==> config.mk <==
export PLATFORM = sky130hd
export DESIGN_NAME = double_ended_queue
export DESIGN_NICKNAME = d
export VERILOG_FILES = /design/src/design/deq_pkg.sv /design/src/design/double_ended_queue.sv
export SDC_FILE = /design/constraint.sdc
export NUM_CORES = 2
export LEC_CHECK = 0
export BUFFER_PORTS_ARGS = -buffer_cell sky130_fd_sc_hd__buf_4
export CORE_ASPECT_RATIO = 0.6
export CORE_MARGIN = 1.5
export CORE_UTILIZATION = 63
export CTS_CLUSTER_DIAMETER = 40
export DETAILED_ROUTE_END_ITERATION = 8
export HOLD_SLACK_MARGIN = 0.03
export PLACE_DENSITY = 0.81
export SETUP_SLACK_MARGIN = 0.5
export SLEW_MARGIN = 40
export SYNTH_ARGS = -nofsm -noshare
export SYNTH_HDL_FRONTEND = slang
export SYNTH_SLANG_ARGS = --single-unit
==> constraint.sdc <==
create_clock -name clk_i -period 6.8 [get_ports clk_i]
set_clock_uncertainty 0.15 [all_clocks]
set_input_delay 0.34 -clock clk_i [delete_from_list [all_inputs] [get_ports clk_i]]
set_output_delay 0.34 -clock clk_i [all_outputs]
set_load 0.01 [all_outputs]
==> src/design/deq_pkg.sv <==
// Package for the double-ended queue: command codes and the request and
// result structures. No dependencies; imported by double_ended_queue.
`timescale 1ns / 1ps
`default_nettype none

package deq_pkg;

  // Command codes; codes six and seven act as a query.
  typedef enum logic [2:0] {
    CMD_QUERY      = 3'd0,
    CMD_PUSH_FRONT = 3'd1,
    CMD_PUSH_BACK  = 3'd2,
    CMD_POP_FRONT  = 3'd3,
    CMD_POP_BACK   = 3'd4,
    CMD_REVERSE    = 3'd5
  } cmd_e;

  // One request: a command and the value that a push stores.
  typedef struct packed {
    cmd_e        cmd;
    logic [63:0] push_value;
  } req_t;

  // One result: the queue as it stands after the request.
  typedef struct packed {
    logic [63:0] front_value;
    logic [63:0] back_value;
    logic [4:0]  entry_count;
    logic        is_empty;
    logic        push_dropped;
  } res_t;

endpackage

`default_nettype wire

==> src/design/double_ended_queue.sv <==
// Bounded double-ended queue of 64-bit values held in a circular store.
// Depends on deq_pkg for the command codes and the request/result structs.
//
//   Channel   Ports                   Handshake
//   request   start_i, busy_o, req_i  taken when start_i is high and busy_o low
//   result    done_o, res_o           valid for the one cycle that done_o is high
//
// Every request is taken in the cycle it is offered (busy_o stays low), so one
// request per cycle is sustained. Its result appears in the next cycle, set by the
// registered read of the slot store, with the pushed value forwarded when it
// lands in a slot being read. Reset empties the queue at once; the slots
// themselves are not cleared. The receiver cannot stall the result.
`timescale 1ns / 1ps
`default_nettype none

module double_ended_queue #(
  parameter int DEPTH = 16
) (
  input  wire logic          clk_i,
  input  wire logic          rst_ni,
  input  wire logic          start_i,
  output logic               busy_o,
  input  wire deq_pkg::req_t req_i,
  output logic               done_o,
  output deq_pkg::res_t      res_o
);

  import deq_pkg::*;

  localparam int AW = (DEPTH > 1) ? $clog2(DEPTH) : 1;
  localparam int CW = $clog2(DEPTH + 1);

  localparam logic [AW-1:0] LAST_IDX = AW'(DEPTH - 1);
  localparam logic [AW:0]   DEPTH_W  = (AW + 1)'(DEPTH);
  localparam logic [CW-1:0] FULL_CNT = CW'(DEPTH);

  // Queue state: lowest occupied slot, fill level and orientation.
  logic [AW-1:0] head_q, head_d;
  logic [CW-1:0] cnt_q, cnt_d;
  logic          rev_q, rev_d;

  // Result-side registers.
  logic          done_q;
  logic [CW-1:0] res_cnt_q;
  logic          res_rev_q;
  logic          drop_q, drop_d;
  logic          byp_lo_q, byp_hi_q;
  logic [63:0]   byp_data_q;
  logic [63:0]   rd_lo_q, rd_hi_q;

  // Slot store.
  logic [63:0]   mem [DEPTH];

  logic          accept;
  logic          full, empty, low_side;
  logic          wr_en;
  logic [AW-1:0] wr_addr, lo_addr, hi_addr;
  logic [AW:0]   tail_sum, hi_sum;
  logic [63:0]   low_val, high_val;

  assign busy_o = 1'b0;
  assign accept = start_i & ~busy_o;

  assign full  = (cnt_q == FULL_CNT);
  assign empty = (cnt_q == '0);

  // Physical slot just past the high end, wrapped by one compare-subtract.
  assign tail_sum = (AW + 1)'(head_q) + (AW + 1)'(cnt_q);

  // Next state, the slot written and whether the push was refused.
  always_comb begin
    head_d   = head_q;
    cnt_d    = cnt_q;
    rev_d    = rev_q;
    drop_d   = 1'b0;
    wr_en    = 1'b0;
    wr_addr  = head_q;
    low_side = 1'b0;
    case (req_i.cmd)
      CMD_PUSH_FRONT, CMD_PUSH_BACK: begin
        low_side = ((req_i.cmd == CMD_PUSH_FRONT) == ~rev_q);
        if (full) begin
          drop_d = 1'b1;
        end else begin
          wr_en = 1'b1;
          cnt_d = cnt_q + CW'(1);
          if (low_side) begin
            head_d  = (head_q == '0) ? LAST_IDX : head_q - AW'(1);
            wr_addr = head_d;
          end else begin
            wr_addr = (tail_sum >= DEPTH_W) ? AW'(tail_sum - DEPTH_W) : AW'(tail_sum);
          end
        end
      end
      CMD_POP_FRONT, CMD_POP_BACK: begin
        low_side = ((req_i.cmd == CMD_POP_FRONT) == ~rev_q);
        if (!empty) begin
          cnt_d = cnt_q - CW'(1);
          if (low_side) begin
            head_d = (head_q == LAST_IDX) ? '0 : head_q + AW'(1);
          end
        end
      end
      CMD_REVERSE: begin
        rev_d = ~rev_q;
      end
      default: begin
      end
    endcase
  end

  // Slots at the two ends after the request.
  assign hi_sum  = (AW + 1)'(head_d) + (AW + 1)'(cnt_d) - (AW + 1)'(1);
  assign lo_addr = head_d;
  assign hi_addr = (hi_sum >= DEPTH_W) ? AW'(hi_sum - DEPTH_W) : AW'(hi_sum);

  // State registers.
  always_ff @(posedge clk_i or negedge rst_ni) begin
    if (!rst_ni) begin
      head_q <= '0;
      cnt_q  <= '0;
      rev_q  <= 1'b0;
    end else if (accept) begin
      head_q <= head_d;
      cnt_q  <= cnt_d;
      rev_q  <= rev_d;
    end
  end

  // Slot store: one write port and two registered read ports.
  always_ff @(posedge clk_i) begin
    if (accept && wr_en) begin
      mem[wr_addr] <= req_i.push_value;
    end
    if (accept) begin
      rd_lo_q <= mem[lo_addr];
      rd_hi_q <= mem[hi_addr];
    end
  end

  // Result control, including forwarding of a value written in the same cycle.
  always_ff @(posedge clk_i or negedge rst_ni) begin
    if (!rst_ni) begin
      done_q    <= 1'b0;
      res_cnt_q <= '0;
      res_rev_q <= 1'b0;
      drop_q    <= 1'b0;
      byp_lo_q  <= 1'b0;
      byp_hi_q  <= 1'b0;
    end else begin
      done_q <= accept;
      if (accept) begin
        res_cnt_q <= cnt_d;
        res_rev_q <= rev_d;
        drop_q    <= drop_d;
        byp_lo_q  <= wr_en && (wr_addr == lo_addr);
        byp_hi_q  <= wr_en && (wr_addr == hi_addr);
      end
    end
  end

  // Payload of the forwarded push value.
  always_ff @(posedge clk_i) begin
    if (accept) begin
      byp_data_q <= req_i.push_value;
    end
  end

  // Result assembly: empty queue reads zero at both ends.
  always_comb begin
    low_val  = byp_lo_q ? byp_data_q : rd_lo_q;
    high_val = byp_hi_q ? byp_data_q : rd_hi_q;
    if (res_cnt_q == '0) begin
      low_val  = '0;
      high_val = '0;
    end
    res_o.front_value  = res_rev_q ? high_val : low_val;
    res_o.back_value   = res_rev_q ? low_val : high_val;
    res_o.entry_count  = 5'(res_cnt_q);
    res_o.is_empty     = (res_cnt_q == '0);
    res_o.push_dropped = drop_q;
  end

  assign done_o = done_q;

`ifndef SYNTHESIS
  // The fill level never passes the store depth.
  assert property (@(posedge clk_i) disable iff (!rst_ni) cnt_q <= FULL_CNT)
    else $error("queue count exceeds depth");

  // Every accepted request gives exactly one result in the next cycle.
  assert property (@(posedge clk_i) disable iff (!rst_ni) accept |=> done_o)
    else $error("result missing after request");
  assert property (@(posedge clk_i) disable iff (!rst_ni) !accept |=> !done_o)
    else $error("result without request");

  // A refused push is reported only with a full queue.
  assert property (@(posedge clk_i) disable iff (!rst_ni)
    (done_o && res_o.push_dropped) |-> (res_cnt_q == FULL_CNT))
    else $error("push dropped while queue not full");
`endif

endmodule

`default_nettype wire

# Yosys cells after proc, flatten, opt, wreduce, memory -nomap -nowiden
# Memory sizes are Yosys's and may differ from the RTL's. A register that Yosys moved wholly into a read port is not among the register bits.
# Index checks and enable logic that the tools add are counted.
# op_classes
n_addsub	9
magnitude_cmp	2
n_eq_ne	11
mux	28
n_bitwise	1
n_reduce_logical	8
# op_table
op	count
64-bit 2-to-1 mux	6
4-bit 2-to-1 mux	11
4-bit by 1-bit subtractor with 4-bit output, second input constant	3
4-bit by 5-bit adder with 5-bit output	2
5-bit >= comparator, second input constant	2
5-bit 2-to-1 mux	2
5-bit one-hot mux with 2 select lines	1
5-bit by 1-bit subtractor with 5-bit output, second input constant	2
4-bit == test	2
4-bit one-hot mux with 2 select lines	1
1-bit 2-to-1 mux	7
3-bit by 2-bit == test with 1-bit output, second input constant	2
3-bit == test, second input constant	2
5-bit by 1-bit adder with 5-bit output, second input constant	1
5-bit == test, second input constant	1
5-bit logical NOT	1
4-bit by 1-bit adder with 4-bit output, second input constant	1
4-bit == test, second input constant	1
4-bit logical NOT	1
2-bit OR reduction	2
3-bit by 1-bit == test with 1-bit output, second input constant	1
1-bit logical AND	3
1-bit == test	2
2-bit AND reduction	1
1-bit NOT	1
# word_totals
reg_bits	78
ramBits	1024
inputBits	70
out_inout_bits	137
word_cells	68
mem_count	1
# memory_table
memory	depth	word_bits	rd	rd_ports_with_merged_regs	write_ports	line_no	source
mem	16	64	2	2	1	double_ended_queue.sv:52	logic [63:0] mem [DEPTH];

# Logic depth before layout (Yosys ltp)
# depth
ltp_word	11
ltp_mapped	22
ltp_nobuf	18

# Worst setup path after synthesis
# Ideal clock, no wire load.
# synth_path
kind	reg-to-reg
start	reg, netlist name res_cnt_q[1]
end	mem mem[0][0] (enable)
setup_ns	0.487
t_arrival_ns	4.878
required_ns	6.163
setup_slack_ns	1.286
stages_incl_launch_ff	11
path_buffers	1
period_less_slack_ns	5.514
cell_sequence	dfrtp_1 -> inv_1 -> ha_1 -> and4bb_2 -> nor3_1 -> buf_2 -> o21ai_0 -> a221o_1 -> inv_1 -> nand2_1 -> nor2_1
# synth_rtl
item	line_no
end, declared	double_ended_queue.sv:52

==> key figures <==
Run status
  • Status: finished clean

Setup path
  • Reg2Reg Depth: 19
  • Worst Path Required: 7.09 ns
  • Crit. End Element: flip-flop
  • Reg2reg end: rd_hi_q[56]
  • CP arrival: 6.27 ns
  • R2R setup slack: 0.82 ns
  • Critical path class: reg2reg
  • Worst r2r src: res_cnt_q[1]
  • Worst Setup SP: res_cnt_q[1]
  • Startpoint Class: flip-flop
  • CP max FO: 43
  • CP endpoint: rd_hi_q[56]

Drt
  • Initial drt markers: 5919
  • Vias: 39.7k
  • Vias per cell: 7.29
  • Average routed wire per standard cell: 31.7 um
  • Remaining DRCs: 0
  • Final ANT Viol Nets: 0
  • Pre-antenna DRT Iters: 6
  • WL final: 172 mm

Synthesis
  • Mapped Cells: 3927
  • Synth area leaders: edfxtp_1 61%, mux2_2 10%, mux4_2 9.6%
  • Post-synth EDFFs: 1216
  • Mapped cell area: 0.0603 mm^2
  • #FFs+latches synth: 1230
  • Async S/R FF share, synth: 0.0114
  • Area leader, netlist: edfxtp_1
  • Sequential share of the synthesized area: 0.611
  • Top cell type's share of synthesized area: 0.605
  • Post-synthesis cell type count: 81
  • Yosys Warn Count: 0
  • Main synth FF type: edfxtp_1
  • Syn_nets: 4011
  • Mean post-synth cell area: 15.4 um^2

Placement
  • Placer Congestion: 0.902
  • Detail Placement HPWL: 96.3 mm
  • # port buffers: 205

STA
  • F_max: 0.167 GHz
  • Final min period: 5.98 ns
  • Final hold violations: 0
  • RSZ-0062 raised after global routing: false
  • Slew @ Worst Pin: 0.915 ns
  • Setup TNS: 0 ns
  • Relative slew slack: 0.390
  • Final setup vio count: 0
  • Slew Limit Fails: 0
  • Period utilisation layout: 0.880

Floorplanning
  • Die area: 0.0977 mm^2
  • # IOs: 207
  • Die Span X: 402 um
  • Rows: 87
  • Starting Density: 0.639
  • Core area: 0.0944 mm^2
  • Die height: 243 um

Layout
  • Area Growth Syn to Fin: 12.8%
  • Most frequent cells in the layout: 1216 x edfxtp_1, 543 x mux2_2, 391 x nand3_1, 268 x buf_4, 256 x mux4_2
  • Final Net Count: 4177
  • Ratio of cells with drive above 1 in the final layout: 0.335
  • Register Area: 0.0369 mm^2
  • Multi-input gate area: 0.0222 mm^2
  • Most common library cell in the layout ignoring fill and taps: edfxtp_1
  • Number of fill cells: 5741

Clocking
  • CTS HTree Levels: 3
  • TritonCTS clock tree: built
  • Clk_lat worst skew: 0.73 ns
  • CTS root buf: clkbuf_16
  • Reg clk slew, reported paths: 0.07 ns
  • Post-CTS Hold Buffers: 69
  • Largest buffer count on any clock path: 3
  • Clock sinks: 1230
  • CTS buffer count: 117
  • Postcts setup bufs: 0
  • Post-cts resize count: 0

GRT
  • Global-route wire length before repair: 257 mm
  • Congestion Overflow GR: 0
  • Largest net degree at the start of global routing: 159
  • Initial antenna violation count: 6
  • Vias in the first global route: 39.1k
  • All-layer global routing usage: 0.354

Hold path
  • Hold WC Path Type: in2async

Run
  • Max-cap violations: 0
[how the worst min path moves through the flow]
stage | start | endpoint | cells after the start
3_3_place_gp | rst_ni | res_rev_q | 1
2_1_floorplan | rst_ni | asynchronous set/reset pin | 0
5_1_grt | rst_ni | head_q[2] | 3
4_1_cts | req_i[64] | drop_q | 4
3_5_place_dp | rst_ni | res_rev_q | 1
6_report | rst_ni | byp_lo_q | 3
[layer usage]
layer / vias up / global-route usage / routed length (um) / part of all wire
met3: 585 / 0.0817 / 23300 / 0.14
li1: 16178 / - / - / -
met2: 3178 / 0.519 / 75300 / 0.44
met5: - / 0 / 38 / 0.00022
met4: 6 / 0.140 / 7910 / 0.046
met1: 19711 / 0.519 / 65900 / 0.38
[Yosys cell counts (3+ instances only)]
cell         n
clkbuf_1   197
mux4_2     256
a221oi_1    65
dfrtp_1     14
and3_1       6
xnor2_1     15
buf_4       18
buf_1       44
a21oi_1     13
mux2_1      33
mux2_2     543
edfxtp_1  1216
buf_2       71
o22ai_1     69
a211oi_1    68
o21ai_0    136
or4_1        4
nor3_1       6
buf_6       11
nand2_1     87
nand3_1    393
o22ai_2     60
or3b_1       3
nor2b_1     64
o21ai_1     70
a31oi_1      3
nor2_1     160
o211ai_1    67
o31ai_1      3
inv_1       13
xor2_1       8
nand2b_1     5
nor4_1       4
ha_1        12
mux2i_1    131
[flip-flops by register name (all words and copies together), names as in the netlist, 4 cells and up, named ones only]
register    flops
res_cnt_q       4
mem          1024
rd_lo_q        64
head_q          4
rd_hi_q        64
byp_data_q     64
[logic make-up (layout without fill, tap and decap cells)]
| logic type | Yosys count | after routing | synth area share |
|---|---|---|---|
| XOR/XNOR | 24 | 24 | 0.00361 |
| buffers and inverters | 357 | 621 | 0.0262 |
| other | 1 | 4 | 0.0000622 |
| multiplexers | 963 | 963 | 0.225 |
| AND/OR/NAND/NOR | 757 | 757 | 0.0617 |
| AO/OA/AOI/OAI | 581 | 581 | 0.0692 |
| flip-flops | 1230 | 1230 | 0.611 |
| adder cells (fa/ha/maj) | 14 | 14 | 0.00315 |
[cell type report]
type | count | share of cell area
sequential | 1230 | 0.542
multi-input combinational | 2340 | 0.326
timing repair buffer | 388 | 0.0542
clock buffer | 139 | 0.0446
tap | 1246 | 0.0229
clock inverter | 78 | 0.00967
inverter | 16 | 0.000938
antenna | 3 | 0.000110
[through the flow]
| stage | cells | area [um^2] | setup WS, ns | util | hold WS, ns |
|---|---|---|---|---|---|
| 3_5_place_dp | 5150 | 63600 | 0.928 | 0.674 | 0.0619 |
| 3_3_place_gp | 5140 | 63400 | 1.10 | 0.671 | 0.0637 |
| 5_1_grt | 5439 | 68000 | 0.577 | 0.721 | 0.0656 |
| 4_1_cts | 5436 | 68000 | 0.934 | 0.720 | 0.0764 |
| 6_report | 5440 | 68000 | 0.816 | 0.721 | 0.0175 |
| 2_1_floorplan | 3927 | 60300 | 1.29 | - | -0.106 |
[worst max-delay path, stage by stage, from the launching register on]
cell	delay (ns)
dfrtp_1	0.46
inv_1	0.19
ha_1	0.22
or4b_1	0.61
inv_4	0.28
a2bb2oi_2	0.29
nand3_1	0.17
nand2_4	0.10
clkinv_2	0.05
ha_1	0.26
inv_1	0.09
ha_4	0.12
inv_1	0.05
fa_4	0.52
xnor2_1	0.16
nor3_1	0.43
a211oi_4	0.11
nor2_8	0.46
buf_4	0.72
o211ai_1	0.24
Power is left out: the tool's default activity adds up to more than one toggle a clock period on the data nets, which glitch-free logic cannot reach.
